`src/rtl/core/sha1_pkg.sv`:
```
// Package with the SHA-1 engine payload types, constants and round helpers.
`timescale 1ns / 1ps
package sha1_pkg;

   typedef struct packed {
      logic [31:0] message_word;
      logic [2:0]  valid_bytes;
      logic        end_of_message;
   } req_type;

   typedef struct packed {
      logic [31:0] digest_word;
      logic        digest_last;
   } rsp_type;

   // Entry of the queue between the word packer and the compression core.
   typedef struct packed {
      logic [511:0] block;
      logic         final_block;
   } blk_type;

   typedef enum logic [1:0] {
      CORE_IDLE,
      CORE_ROUND,
      CORE_ADD,
      CORE_OUT
   } core_state_type;

   typedef enum logic [1:0] {
      PACK_IDLE,
      PACK_PAD,
      PACK_LEN
   } pack_state_type;

   localparam logic [31:0] IV0 = 32'h67452301;
   localparam logic [31:0] IV1 = 32'hEFCDAB89;
   localparam logic [31:0] IV2 = 32'h98BADCFE;
   localparam logic [31:0] IV3 = 32'h10325476;
   localparam logic [31:0] IV4 = 32'hC3D2E1F0;
   localparam logic [7:0]  PAD_BYTE = 8'h80;
   localparam logic [5:0]  LEN_POS = 6'd56;

   function automatic logic [31:0] round_k(input logic [6:0] r);
      logic [31:0] k;
      if (r < 7'd20) k = 32'h5A827999;
      else if (r < 7'd40) k = 32'h6ED9EBA1;
      else if (r < 7'd60) k = 32'h8F1BBCDC;
      else k = 32'hCA62C1D6;
      return k;
   endfunction

   function automatic logic [31:0] round_f(input logic [6:0] r, input logic [31:0] b,
                                           input logic [31:0] c, input logic [31:0] d);
      logic [31:0] f;
      if (r < 7'd20) f = d ^ (b & (c ^ d));
      else if (r < 7'd40) f = b ^ c ^ d;
      else if (r < 7'd60) f = (b & c) | (d & (b | c));
      else f = b ^ c ^ d;
      return f;
   endfunction

endpackage

```
`src/rtl/core/sha1_core.sv`:
```
// Back end: 80-round compression, chaining update and digest output.
`timescale 1ns / 1ps
module sha1_core import sha1_pkg::*; (
   input  logic    clock,
   input  logic    reset,
   input  logic    blk_valid,
   input  blk_type blk_item,
   output logic    blk_take,
   output logic    rsp_empty,
   output rsp_type rsp_data,
   input  logic    rsp_pop
);

   core_state_type state_ff, state_in;
   logic [31:0] h_ff [5];
   logic [31:0] w_ff [16];
   logic [31:0] a_ff, b_ff, c_ff, d_ff, e_ff;
   logic [6:0]  r_ff;
   logic [2:0]  o_ff;
   logic        fin_ff;
   logic [31:0] wx, x, t;
   logic        round_go;

   assign wx = w_ff[4'(r_ff - 7'd3)] ^ w_ff[4'(r_ff - 7'd8)] ^
               w_ff[4'(r_ff - 7'd14)] ^ w_ff[r_ff[3:0]];
   assign x = (r_ff < 7'd16) ? w_ff[r_ff[3:0]] : {wx[30:0], wx[31]};
   assign t = {a_ff[26:0], a_ff[31:27]} + round_f(r_ff, b_ff, c_ff, d_ff) + e_ff +
              round_k(r_ff) + x;

   always_comb begin
      state_in  = state_ff;
      blk_take  = 1'b0;
      round_go  = 1'b0;
      rsp_empty = 1'b1;
      rsp_data.digest_word = h_ff[o_ff];
      rsp_data.digest_last = (o_ff == 3'd4);
      case (state_ff)
         CORE_IDLE: if (blk_valid) begin
            blk_take = 1'b1;
            state_in = CORE_ROUND;
         end
         CORE_ROUND: begin
            round_go = 1'b1;
            if (r_ff == 7'd79) state_in = CORE_ADD;
         end
         CORE_ADD: state_in = fin_ff ? CORE_OUT : CORE_IDLE;
         CORE_OUT: begin
            rsp_empty = 1'b0;
            if (rsp_pop && o_ff == 3'd4) state_in = CORE_IDLE;
         end
         default: state_in = CORE_IDLE;
      endcase
   end

   always_ff @(posedge clock) begin
      if (blk_take) begin
         for (int i = 0; i < 16; i++) w_ff[i] <= blk_item.block[511 - 32 * i -: 32];
         fin_ff <= blk_item.final_block;
         a_ff <= h_ff[0]; b_ff <= h_ff[1]; c_ff <= h_ff[2];
         d_ff <= h_ff[3]; e_ff <= h_ff[4];
      end
      if (round_go) begin
         w_ff[r_ff[3:0]] <= x;
         a_ff <= t; b_ff <= a_ff; c_ff <= {b_ff[1:0], b_ff[31:2]};
         d_ff <= c_ff; e_ff <= d_ff;
      end
      if (reset) begin
         state_ff <= CORE_IDLE;
         r_ff <= 7'd0;
         o_ff <= 3'd0;
         h_ff[0] <= IV0; h_ff[1] <= IV1; h_ff[2] <= IV2; h_ff[3] <= IV3; h_ff[4] <= IV4;
      end else begin
         state_ff <= state_in;
         if (round_go) r_ff <= (r_ff == 7'd79) ? 7'd0 : r_ff + 7'd1;
         if (state_ff == CORE_ADD) begin
            h_ff[0] <= h_ff[0] + a_ff; h_ff[1] <= h_ff[1] + b_ff;
            h_ff[2] <= h_ff[2] + c_ff; h_ff[3] <= h_ff[3] + d_ff;
            h_ff[4] <= h_ff[4] + e_ff;
         end
         if (state_ff == CORE_OUT && rsp_pop) begin
            if (o_ff == 3'd4) begin
               o_ff <= 3'd0;
               h_ff[0] <= IV0; h_ff[1] <= IV1; h_ff[2] <= IV2;
               h_ff[3] <= IV3; h_ff[4] <= IV4;
            end else begin
               o_ff <= o_ff + 3'd1;
            end
         end
      end
   end

endmodule

```
`config.mk`:
```
export PLATFORM = sky130hd
export DESIGN_NAME = sha1_core
export DESIGN_NICKNAME = d
export VERILOG_FILES = /design/src/rtl/core/sha1_pkg.sv /design/src/rtl/core/sha1_core.sv
export SDC_FILE = /design/constraint.sdc
export NUM_CORES = 2
export LEC_CHECK = 0
export BUFFER_PORTS_ARGS = -buffer_cell sky130_fd_sc_hd__buf_4
export CORE_MARGIN = 2
export CORE_UTILIZATION = 30
export CTS_BUF_LIST = sky130_fd_sc_hd__clkbuf_4 sky130_fd_sc_hd__clkbuf_8
export DETAILED_ROUTE_END_ITERATION = 6
export GPL_TIMING_DRIVEN = 0
export PLACE_DENSITY_LB_ADDON = 0.25
export SYNTH_ARGS = -nofsm -noshare
export SYNTH_HDL_FRONTEND = slang
export SYNTH_SLANG_ARGS = --single-unit
```
`constraint.sdc`:
```
create_clock -name clock -period 13.35 [get_ports clock]
set_clock_uncertainty 0.05 [all_clocks]
set_input_delay 2.67 -clock clock [delete_from_list [all_inputs] [get_ports clock]]
set_output_delay 2.67 -clock clock [all_outputs]
set_load 0.02 [all_outputs]
```
==> flow_summary.toml <==
[outcome]
status = "complete, but fails checks"
violations = "max-capacitance violations, max-slew violations"

[power_and_ir_drop]
vdd_drop_max_uv = 233
finalPower_mw = 14.8
powerDensity_mw_per_mm2 = 192
p_leak_nw = 27.9

[worst_setup_path]
worstReg2RegStart = "r_ff[1]"
crit_path_start_kind = "flop"
path_delay_family = "buffers and inverters"
slowest_delay_ns = 1.02
crit_path_top_delay_cell = "buf_1"
cp-end-kind = "flop"
critical_path_required_ns = 14.12
worstSetupPathType = "reg2reg"
path_max_fanout = 10
cp.buffers_inverters = 12
cp-startpoint = "r_ff[1]"
critPathArrivalTime_ns = 12.87

[yosys]
synth_area_mm2 = 0.0644
synthCells = 4929
synthArstFlopShare_pct = 0
synth_edf_count = 833
synth-seq-cells = 852
synth_area_per_cell_um2 = 13.1
synth.distinct_cells = 69
yosysSeqAreaShare_pct = 39.4
synth_ff_type = "edfxtp_1"
synth_fp_nets = 5770
ys_warn_count = 0

[clock_tree]
clkSinkCount = 852
cts_resized = 0
postCtsSetupRepairBufs = 0
cts-htree-levels = 4
hold_buffers = 0
clockBufferDepth = 3
cts_tree = "yes"
numCtsBuffers = 172
cts-root-buf = "clkbuf_8"
cts.clk_slew.worst_paths_ns = 0.08
clk_latency_ns = 0.99

[sta]
layout_setup_ws_ns = 1.25
rsz0062_at_grt = "false"
hold_viol_final = 0
slew_headroom_pct = -9.97
slew_violations = 130
max_freq_ghz = 0.0827
worstMarginPinSlew_ns = 1.65
tns_ns = 0
period_needed_ns = 12.10
setup_violations = 0
hold_slack_ns = 0.500
finalCritPeriodShare_pct = 90.6

[drt]
antenna_left = 0
dr.pass1.iters = 6
vias = 52300
drt_iter0_drc = 7030
vias_per_cell = 6.02
wl_per_cell_um = 37.4
routed_wl_mm = 325
drcViolationCount = 0

[worst_hold_path]
worstHoldPathType = "reg2reg"
min_from = "o_ff[2]"

[global_routing]
grt_max_degree = 57
grt-ovfl-total = 0
grt_first_pass_wirelength_mm = 432
antenna_found_initial = 18
grt_pass1_vias = 51100
grt_usage_pct = 29.0

[placed_design]
dp_hpwl_mm = 249
gp_congestion = 0.957
port_buffers = 551
preCtsSetupSlack_ns = 1.60

[final_layout]
fill_cells = 21000
layout-drive-gt1-share_pct = 36.5
syn_to_final_growth_pct = 19.2
fin_nets = 6536

[die]
die_height_um = 467
rows = 170
coreArea_mm2 = 0.214
initial_utilization_pct = 30.1
ios = 552
fp.dieW_um = 467
dieArea_mm2 = 0.218

[flow_run]
cap_violations = 13
[sequential cells by signal (all words and copies together), names as in the netlist, named ones only]
name and cells:
c_ff 32, b_ff 32, a_ff 32, w_ff 512, h_ff 160, fin_ff 1, r_ff 7, d_ff 32
e_ff 32, o_ff 3, state_ff 2
[worst min-delay path: cells and delay by family, from the launching register on]
kind           cells  cell delay, ns
flip-flops         1            0.32
AO/OA/AOI/OAI      2            0.16
[synth_stat cells (all sizes together), types with 45 or more instances]
master | count | share of area (%)
xor2 | 133 | 1.8
mux2 | 433 | 7.6
clkbuf | 164 | 0.96
nand3 | 45 | 0.35
inv | 213 | 1.2
buf | 165 | 1.5
a21o | 67 | 0.78
ha | 199 | 3.9
xnor2 | 108 | 1.5
nor2 | 172 | 1.0
edfxtp | 833 | 39
fa | 125 | 3.9
mux4 | 672 | 23
nand2 | 684 | 4.0
o21ai | 299 | 2.3
a21oi | 129 | 1.0
[worst paths after layout]
path | cells past startpoint | end | slack (ns)
setup / recovery | 33 | a_ff[29] | 1.25
hold / removal | 2 | flop | 0.50
setup reg to reg | 33 | a_ff[29] | 1.25
hold reg to reg | 2 | flop | 0.50
[through the flow]
step | std cells | area [um2] | utilization [%]
after floorplan | 4929 | 64400 | -
after global placement | 8318 | 72100 | 33.7
after detailed placement | 8358 | 73200 | 34.2
after CTS | 8672 | 76700 | 35.9
after global routing | 8676 | 76800 | 35.9
final | 8683 | 76800 | 35.9
[cells in the final DEF (no fill, tap or decap), types with 171 or more instances in the layout]
cell type and instances:
o21ai_0 255, mux4_2 672, ha_1 199, nand2_1 679
buf_4 566, edfxtp_1 833, clkbuf_8 176, inv_1 213
mux2_2 432, nor2_1 171
[logic make-up after synthesis]
family	Yosys count	share of synthesized area [%]
buf+inv	542	3.66
mux	1147	31.7
flops	852	39.4
fa+ha+maj	324	7.75
simple gates	1104	7.29
compound gates	719	6.91
xor+xnor	241	3.28
[cell type report]
class / count / area (um2) / area share (%)
clock buffer: 218 / 2740 / 3.57
tap: 2838 / 3550 / 4.62
inverter: 213 / 800 / 1.04
buffer: 329 / 1560 / 2.04
clock inverter: 96 / 790 / 1.03
antenna: 10 / 25.0 / 0.0326
sequential: 852 / 25400 / 33.1
timing repair buffer: 592 / 5080 / 6.61
multi-input combinational: 3535 / 36900 / 48.0
[power by group]
group / switching (mW) / total (mW) / internal (mW)
registers: 0.393 / 3.85 / 3.45
clock network: 1.39 / 2.96 / 1.57
logic: 4.69 / 7.95 / 3.26
total: 6.47 / 14.8 / 8.28
[layer usage]
metal / global-route usage (%) / up-vias / part of all wire [%]
li1: - / 20800 / -
met1: 35.8 / 27200 / 37
met2: 45.2 / 3602 / 45
met3: 7.62 / 747 / 10
met4: 17.6 / 20 / 7.1
met5: 0 / - / 0.037
(Power assumes the default switching activity.)
