===== src/rtl/core/sha1_pkg.sv =====
// Package with the SHA-1 engine payload types, constants and round helpers.
`timescale 1ns / 1ps
package sha1_pkg;

   typedef struct packed {
      logic [31:0] message_word;
      logic [2:0]  valid_bytes;
      logic        end_of_message;
   } req_type;

   typedef struct packed {
      logic [31:0] digest_word;
      logic        digest_last;
   } rsp_type;

   // Entry of the queue between the word packer and the compression core.
   typedef struct packed {
      logic [511:0] block;
      logic         final_block;
   } blk_type;

   typedef enum logic [1:0] {
      CORE_IDLE,
      CORE_ROUND,
      CORE_ADD,
      CORE_OUT
   } core_state_type;

   typedef enum logic [1:0] {
      PACK_IDLE,
      PACK_PAD,
      PACK_LEN
   } pack_state_type;

   localparam logic [31:0] IV0 = 32'h67452301;
   localparam logic [31:0] IV1 = 32'hEFCDAB89;
   localparam logic [31:0] IV2 = 32'h98BADCFE;
   localparam logic [31:0] IV3 = 32'h10325476;
   localparam logic [31:0] IV4 = 32'hC3D2E1F0;
   localparam logic [7:0]  PAD_BYTE = 8'h80;
   localparam logic [5:0]  LEN_POS = 6'd56;

   function automatic logic [31:0] round_k(input logic [6:0] r);
      logic [31:0] k;
      if (r < 7'd20) k = 32'h5A827999;
      else if (r < 7'd40) k = 32'h6ED9EBA1;
      else if (r < 7'd60) k = 32'h8F1BBCDC;
      else k = 32'hCA62C1D6;
      return k;
   endfunction

   function automatic logic [31:0] round_f(input logic [6:0] r, input logic [31:0] b,
                                           input logic [31:0] c, input logic [31:0] d);
      logic [31:0] f;
      if (r < 7'd20) f = d ^ (b & (c ^ d));
      else if (r < 7'd40) f = b ^ c ^ d;
      else if (r < 7'd60) f = (b & c) | (d & (b | c));
      else f = b ^ c ^ d;
      return f;
   endfunction

endpackage


===== src/rtl/core/sha1_block_fifo.sv =====
// Two-entry queue of complete blocks between the packer and the core.
`timescale 1ns / 1ps
module sha1_block_fifo import sha1_pkg::*; (
   input  logic    clock,
   input  logic    reset,
   input  logic    wr_valid,
   input  blk_type wr_item,
   output logic    wr_ready,
   output logic    rd_valid,
   output blk_type rd_item,
   input  logic    rd_take
);

   blk_type    mem_ff [2];
   logic       wp_ff, rp_ff;
   logic [1:0] cnt_ff;

   assign wr_ready = (cnt_ff != 2'd2);
   assign rd_valid = (cnt_ff != 2'd0);
   assign rd_item  = mem_ff[rp_ff];

   always_ff @(posedge clock) begin
      if (wr_valid && wr_ready) mem_ff[wp_ff] <= wr_item;
      if (reset) begin
         wp_ff  <= 1'b0;
         rp_ff  <= 1'b0;
         cnt_ff <= 2'd0;
      end else begin
         if (wr_valid && wr_ready) wp_ff <= ~wp_ff;
         if (rd_take && rd_valid) rp_ff <= ~rp_ff;
         cnt_ff <= cnt_ff + 2'(wr_valid && wr_ready) - 2'(rd_take && rd_valid);
      end
   end

endmodule


===== config.mk =====
export PLATFORM = sky130hd
export DESIGN_NAME = sha1_block_fifo
export DESIGN_NICKNAME = d
export VERILOG_FILES = /design/src/rtl/core/sha1_pkg.sv /design/src/rtl/core/sha1_block_fifo.sv
export SDC_FILE = /design/constraint.sdc
export NUM_CORES = 1
export LEC_CHECK = 0
export BUFFER_PORTS_ARGS = -buffer_cell sky130_fd_sc_hd__buf_2
export CAP_MARGIN = 20
export CORE_AREA = 2 2 398 400
export DETAILED_ROUTE_END_ITERATION = 10
export DIE_AREA = 0 0 400 402
export SLEW_MARGIN = 40
export SYNTH_ARGS = -nofsm -noshare
export SYNTH_HDL_FRONTEND = slang
export SYNTH_SLANG_ARGS = --single-unit

===== constraint.sdc =====
create_clock -name clock -period 64 [get_ports clock]
set_input_delay 6.4 -clock clock [delete_from_list [all_inputs] [get_ports clock]]
set_output_delay 6.4 -clock clock [all_outputs]
set_load 0.05 [all_outputs]

==> flow_metrics.tcl, run 1 <==
set metrics [dict create \
    worstPathCellList "buf_6, buf_4, buf_6, buf_4, mux2_2, buf_2" \
    drive_gt1_share_pct 61.1 \
    intPower_mw 1.38 \
    slew_violations 0 \
    antenna_found_initial 57 \
    die_width_um 400 \
    start_kind "register" \
    hold_path_class "register to register" \
    root_buffer "clkbuf_16" \
    gr-total-overflow 0 \
    power_frac_comb_pct 33.4 \
    grt.total_usage_pct 11.9 \
    clk_pin_slew_ns 0.06 \
    crit_type "register to output pin" \
    hold_viol 0 \
    portBuffers 1031 \
    fp-row-count 146 \
    synth-seq-area-share_pct 82.6 \
    synth-seq-cells 1031 \
    worst-path-max-fanout 77 \
    vias_per_cell 4.02 \
    post_cts_buffers 0 \
    yosysWarnings 0 \
    cts_buffers 106 \
    grt_pass1_vias 20300 \
    drt-wirelength-per-cell_um 20.6 \
    r2r_cells 8 \
    clock_sinks 1031 \
    routabilityCongestion 0.841 \
    synth_area_um2 37400 \
    vias 19800 \
    clk_latency_ns 0.73 \
    grt_pass1_wl_um 138000 \
    dp.cells 4688 \
    cp-end-kind "output pin" \
    place_ws_ns 53.48 \
    htreeDepth 3 \
    clock.fmax_ghz 0.0891 \
    ir_drop_v 0.0000334 \
    drc 0 \
    firstDrtPassIters 5 \
    synth_compound_area_share_pct 0.0201 \
    hold_buffers 0 \
    hold_depth 2 \
    tns_ns 0 \
    powerDensity_nw_per_um2 45.7 \
    finalNetCount 3244 \
    synth_top_family_by_area "multiplexers" \
    yosys.area_share.simple_pct 0.144 \
    fin_crit_sh_pct 17.5 \
    crit_required_ns 57.60 \
    worstMarginPinSlew_ns 0.959 \
    fill_cells 15500 \
    start_util_pct 23.8 \
    grt_max_degree 141 \
    setup_viol 0 \
    cts_resized 0 \
    wl_um 101000 \
    cts_tree "done" \
    period_needed_ns 11.23 \
    fin_util_pct 30.8 \
    pwr-share-clk_pct 27.3 \
    drtIter0Drc 1280 \
    die_h_um 402 \
    cp_data_arrival_time_ns 4.83 \
    max_stage_delay_ns 0.71 \
    seqPwrFrac_pct 39.3 \
    drv_cap 0 \
    finClkSkew_ns 0.0641 \
    maxSlewHeadroom_pct 36.1 \
    fin_cells 4914 \
    dieArea_um2 161000 \
    synth_cell_types 16 \
    cp_slowest_cell "buf_4" \
    p_sw_mw 0.831 \
    fin_ws_ns 52.77 \
    rsz0062_at_grt "no" \
    ant_nets 0 \
    pin_count 1032 \
    syn_inst 1620 \
    hpwl_um 73800 \
    clockBufferDepth 3 \
    synth.area.mux_share_pct 15.5 \
    area.growth.synth_to_final_pct 29.2 \
    synth_xor_area_share_pct 0.0702 \
    sw_frac_of_total_pct 37.6 \
    syn_area_per_cell_um2 23.1 \
    syn_nets 2139 \
    power.leakage_nw 17.4 \
    outcome "finished clean" \
    synthAdderAreaFrac_pct 0.0669 \
    core_um2 157000 \
]
-- state kept, by name, summed over array words and instances, names as in the netlist, named ones only --
name and count:
cnt_ff 2, mem_ff 1026, rp_ff 1, wp_ff 1
-- metal layers --
metal / part of all wire [%] / up-vias / global-route usage, %
met4: 3.1 / 22 / 5.28
li1: - / 8777 / -
met5: 0.15 / - / 0
met1: 37 / 9923 / 13.2
met3: 9.1 / 211 / 4.24
met2: 51 / 820 / 20.4
-- path summary, 6_finish.rpt --
kind,slack (ns),end,start
min reg2reg,0.51,rp_ff,rp_ff
max reg2reg,59.39,mem_ff[0][206],cnt_ff[0]
min,0.51,rp_ff,rp_ff
max,52.77,rd_item[208],register
-- power by group through the flow --
stage                     clock network (mW)  logic, mW  registers (mW)
after floorplan                            0      0.572           0.952
after global placement                     0      0.742           0.880
after detailed placement                   0      0.743           0.883
after CTS                              0.622      0.745           0.869
after global routing                   0.646      0.767           0.876
final                                  0.603      0.738           0.868
-- critical path: cells and delay by family (launching register included) --
| family | cells | cell delay (ns) |
|---|---|---|
| flops | 1 | 0.62 |
| mux | 1 | 0.42 |
| buf+inv | 5 | 2.78 |
-- kinds of logic after synthesis --
| logic type | after synthesis |
|---|---|
| compound gates | 1 |
| xor+xnor | 3 |
| buf+inv | 58 |
| flops | 1031 |
| simple gates | 11 |
| fa+ha+maj | 2 |
| mux | 514 |
-- synth_stat cells --
master       n  area share [%]
nor2_1       5           0.050
or2_2        1           0.017
mux2_2     514              15
xor2_1       1           0.023
buf_2        4           0.053
dfxtp_1      5            0.27
nand2_1      1           0.010
buf_6       53             1.6
ha_1         2           0.067
xnor2_1      2           0.047
o21a_1       1           0.020
nand2b_1     1           0.017
edfxtp_1  1026              82
nor2b_1      2           0.033
and3_1       1           0.017
inv_1        1           0.010
-- through the flow --
step	hold WS (ns)	power, mW	area (µm²)
6_report	0.513	2.21	48300
3_3_place_gp	0.498	1.62	44800
3_5_place_dp	0.504	1.63	44800
4_1_cts	0.519	2.24	48200
2_1_floorplan	0.481	1.52	37400
5_1_grt	0.568	2.29	48300
-- cell type report --
type,instances,area (µm²),share of cell area (%)
Multi-Input combinational cell,531,5910,12.2
Timing Repair Buffer,1054,5420,11.2
Clock inverter,56,602,1.24
Antenna cell,27,67.6,0.140
Sequential cell,1031,30900,63.9
Clock buffer,142,2830,5.85
Tap cell,2072,2590,5.36
Inverter,1,3.75,0.00776
-- cells in the final DEF, fill, tap and decap left out, types with 2 or more instances in the layout --
master     count
clkbuf_16    106
ha_1           2
buf_6         12
edfxtp_1    1026
xnor2_1        2
dfxtp_1        4
buf_12         2
clkbuf_8       4
inv_6          7
buf_2       1031
nor2b_1        2
bufinv_16      8
clkinv_4       2
clkinv_2      16
nor2_1         4
clkinv_1      17
clkinv_16      4
clkbuf_1      32
mux2_2       514
buf_4          8
diode_2       27
Note: power is estimated with default switching activity, not from simulation.
==> inputs of run 2 (changes only) <==
--- a/config.mk
+++ b/config.mk
@@ -5,6 +5,7 @@
 export SDC_FILE = /design/constraint.sdc
 export NUM_CORES = 1
 export LEC_CHECK = 0
+export ABC_AREA = 1
 export BUFFER_PORTS_ARGS = -buffer_cell sky130_fd_sc_hd__buf_2
 export CAP_MARGIN = 20
 export CORE_AREA = 2 2 398 400
==> constraint.sdc (replaced) <==
create_clock -name clock -period 10.89 [get_ports clock]
set_input_delay 1.089 -clock clock [delete_from_list [all_inputs] [get_ports clock]]
set_output_delay 1.089 -clock clock [all_outputs]
set_load 0.05 [all_outputs]
==> run 2 against run 1 <==
Against the previous run: final cell count grew 0.14%; non-clock buffer count grew 1; critical path depth fell by 1; sequential cell count did not move; largest cell class unchanged; largest power group unchanged; highest routed layer unchanged.
==> flow_metrics.tcl, run 2 <==
set metrics [dict create \
    outcome "finished clean" \
    antenna_found_initial 70 \
    clk_pin_slew_ns 0.06 \
    r2r_slack_ns 7.60 \
    vias_per_cell 4.06 \
    start_util_pct 23.8 \
    reg_top3 "mem_ff (1026), cnt_ff (2)" \
    clockBufferDepth 3 \
    cp_slowest_cell "dfxtp_4" \
    drt-wirelength-per-cell_um 22.1 \
    worstReg2RegStart "cnt_ff[0]" \
    syn_inst 1633 \
    drv_cap 0 \
    top_register "mem_ff" \
    largest_register_ffs 1026 \
    synth_top_area_cell "edfxtp_1" \
    hold_depth 2 \
    fill_cells 15600 \
    hold_buffers 0 \
    synthTopCellsByCount "edfxtp_1, mux2_2, buf_6, nor2_1" \
    clk_latency_ns 0.73 \
    drive_gt1_share_pct 61.0 \
    start_kind "register" \
    post_cts_buffers 0 \
    placed_area_um2 44900 \
    clock.fmax_ghz 0.205 \
    finalNetCount 3262 \
    reg2reg_to "mem_ff[1][489]" \
    root_buffer "clkbuf_16" \
    portBuffers 1031 \
    cts_resized 0 \
    worstMarginPinSlew_ns 0.777 \
    period_needed_ns 4.89 \
    grt_pass1_wl_um 146000 \
    crit_type "register to output pin" \
    synth_edf_count 1026 \
    grt_max_degree 146 \
    routabilityCongestion 0.887 \
    yosysWarnings 0 \
    cp_data_arrival_time_ns 3.80 \
    finalInstanceArea_um2 48600 \
    synth-seq-cells 1031 \
    synth_flop_cell "edfxtp_1" \
    syn_area_per_cell_um2 22.9 \
    worst-path-max-fanout 112 \
    final_cell_mix "buf_2, edfxtp_1, mux2_2" \
    dieArea_um2 161000 \
    gr-total-overflow 0 \
    r2r_cells 7 \
    drtIter0Drc 1127 \
    seq_area_um2 30900 \
    synth-async-reset-ratio_pct 0 \
    area.growth.synth_to_final_pct 29.8 \
    core_um2 157000 \
    hold_viol 0 \
    ir_drop_v 0.000179 \
    clock_sinks 1031 \
    synth-seq-area-share_pct 82.5 \
    finClkSkew_ns 0.0397 \
    setup_viol 0 \
    maxSlewHeadroom_pct 48.1 \
    slew_violations 0 \
    tns_ns 0 \
    syn_nets 2152 \
    die_width_um 400 \
    cp-end-kind "output pin" \
    drc 0 \
    min-delay-start "rp_ff" \
    hpwl_um 80100 \
    layout_commonest_cell "buf_2" \
    synthTopCellsByArea "edfxtp_1, mux2_2, buf_6, dfxtp_1, nor2_1" \
    ant_nets 0 \
    multiInputGateArea_um2 5900 \
    fin_crit_sh_pct 44.9 \
    grt_pass1_vias 20700 \
    power.leakage_nw 17.6 \
    cts_buffers 110 \
    cts_tree "done" \
    firstDrtPassIters 5 \
    max_stage_delay_ns 0.82 \
    yosysTopAreaCellShare_pct 82.3 \
    worstPathCellList "buf_4, buf_12, buf_16, mux2_2, buf_2" \
    htreeDepth 3 \
    powerDensity_nw_per_um2 269 \
    fin_util_pct 30.9 \
    path_delay_family "buffers and inverters" \
    synth_cell_types 11 \
    hold_path_class "register to register" \
    die_h_um 402 \
    synth_area_um2 37400 \
    grt.total_usage_pct 12.8 \
    yosysMostFrequentCell "edfxtp_1" \
    crit_required_ns 9.80 \
    fp-row-count 146 \
    critical_path_buf_inv_count 4 \
    wl_um 109000 \
    rsz0062_at_grt "no" \
    vias 20000 \
    pin_count 1032 \
]
[run 2: metrics by stage]
step	worst slack [ns]	cells	power, mW	hold slack (ns)
finish	6.00	4921	13.1	0.500
global route	5.77	4917	13.6	0.483
CTS	5.90	4900	13.3	0.440
detailed placement	6.69	4697	9.56	0.502
global placement	6.72	4695	9.52	0.484
floorplan	1.56	1633	8.63	0.467
[run 2: how the worst max path moves through the flow]
stage	start	cells past startpoint	to
3_3_place_gp	register	4	rd_item[468]
3_5_place_dp	register	4	rd_item[468]
2_1_floorplan	wr_valid	2	mem_ff[1][0]
6_report	register	5	rd_item[486]
5_1_grt	register	5	rd_item[468]
4_1_cts	register	4	rd_item[468]
[run 2: per-layer routing]
metal	share of wire (%)	vias up	track usage (%)	routed length, µm
met5	0.15	-	0	163
met2	51	866	22.6	55200
met3	9.8	250	5.27	10700
li1	-	8798	-	-
met1	35	10000	13.2	38000
met4	4.3	26	5.79	4710
[run 2: worst register-to-register path: cells and delay by family, from the launching register on]
kind	cells	cell delay [ns]
simple gates	2	0.25
buf+inv	5	2.20
flops	1	0.36
[run 2: kinds of logic after synthesis]
| kind of cell | count (synthesis) | share of synthesized area (%) |
|---|---|---|
| compound gates | 2 | 0.0267 |
| mux | 513 | 15.4 |
| flops | 1031 | 82.5 |
| buf+inv | 65 | 1.73 |
| fa+ha+maj | 2 | 0.0668 |
| simple gates | 20 | 0.210 |
[run 2: where the power goes]
part / internal, mW / switching (mW) / total (mW)
Sequential: 5.02 / 0.141 / 5.16
Clock: 2.10 / 1.57 / 3.66
Combinational: 1.08 / 3.20 / 4.28
Total: 8.20 / 4.90 / 13.1
[run 2: area by class of cell]
cell class / instances / area share [%]
Antenna cell: 15 / 0.0772
Clock buffer: 127 / 5.88
Clock inverter: 76 / 1.45
Inverter: 8 / 0.0695
Multi-Input combinational cell: 537 / 12.1
Sequential cell: 1031 / 63.6
Tap cell: 2072 / 5.33
Timing Repair Buffer: 1055 / 11.5
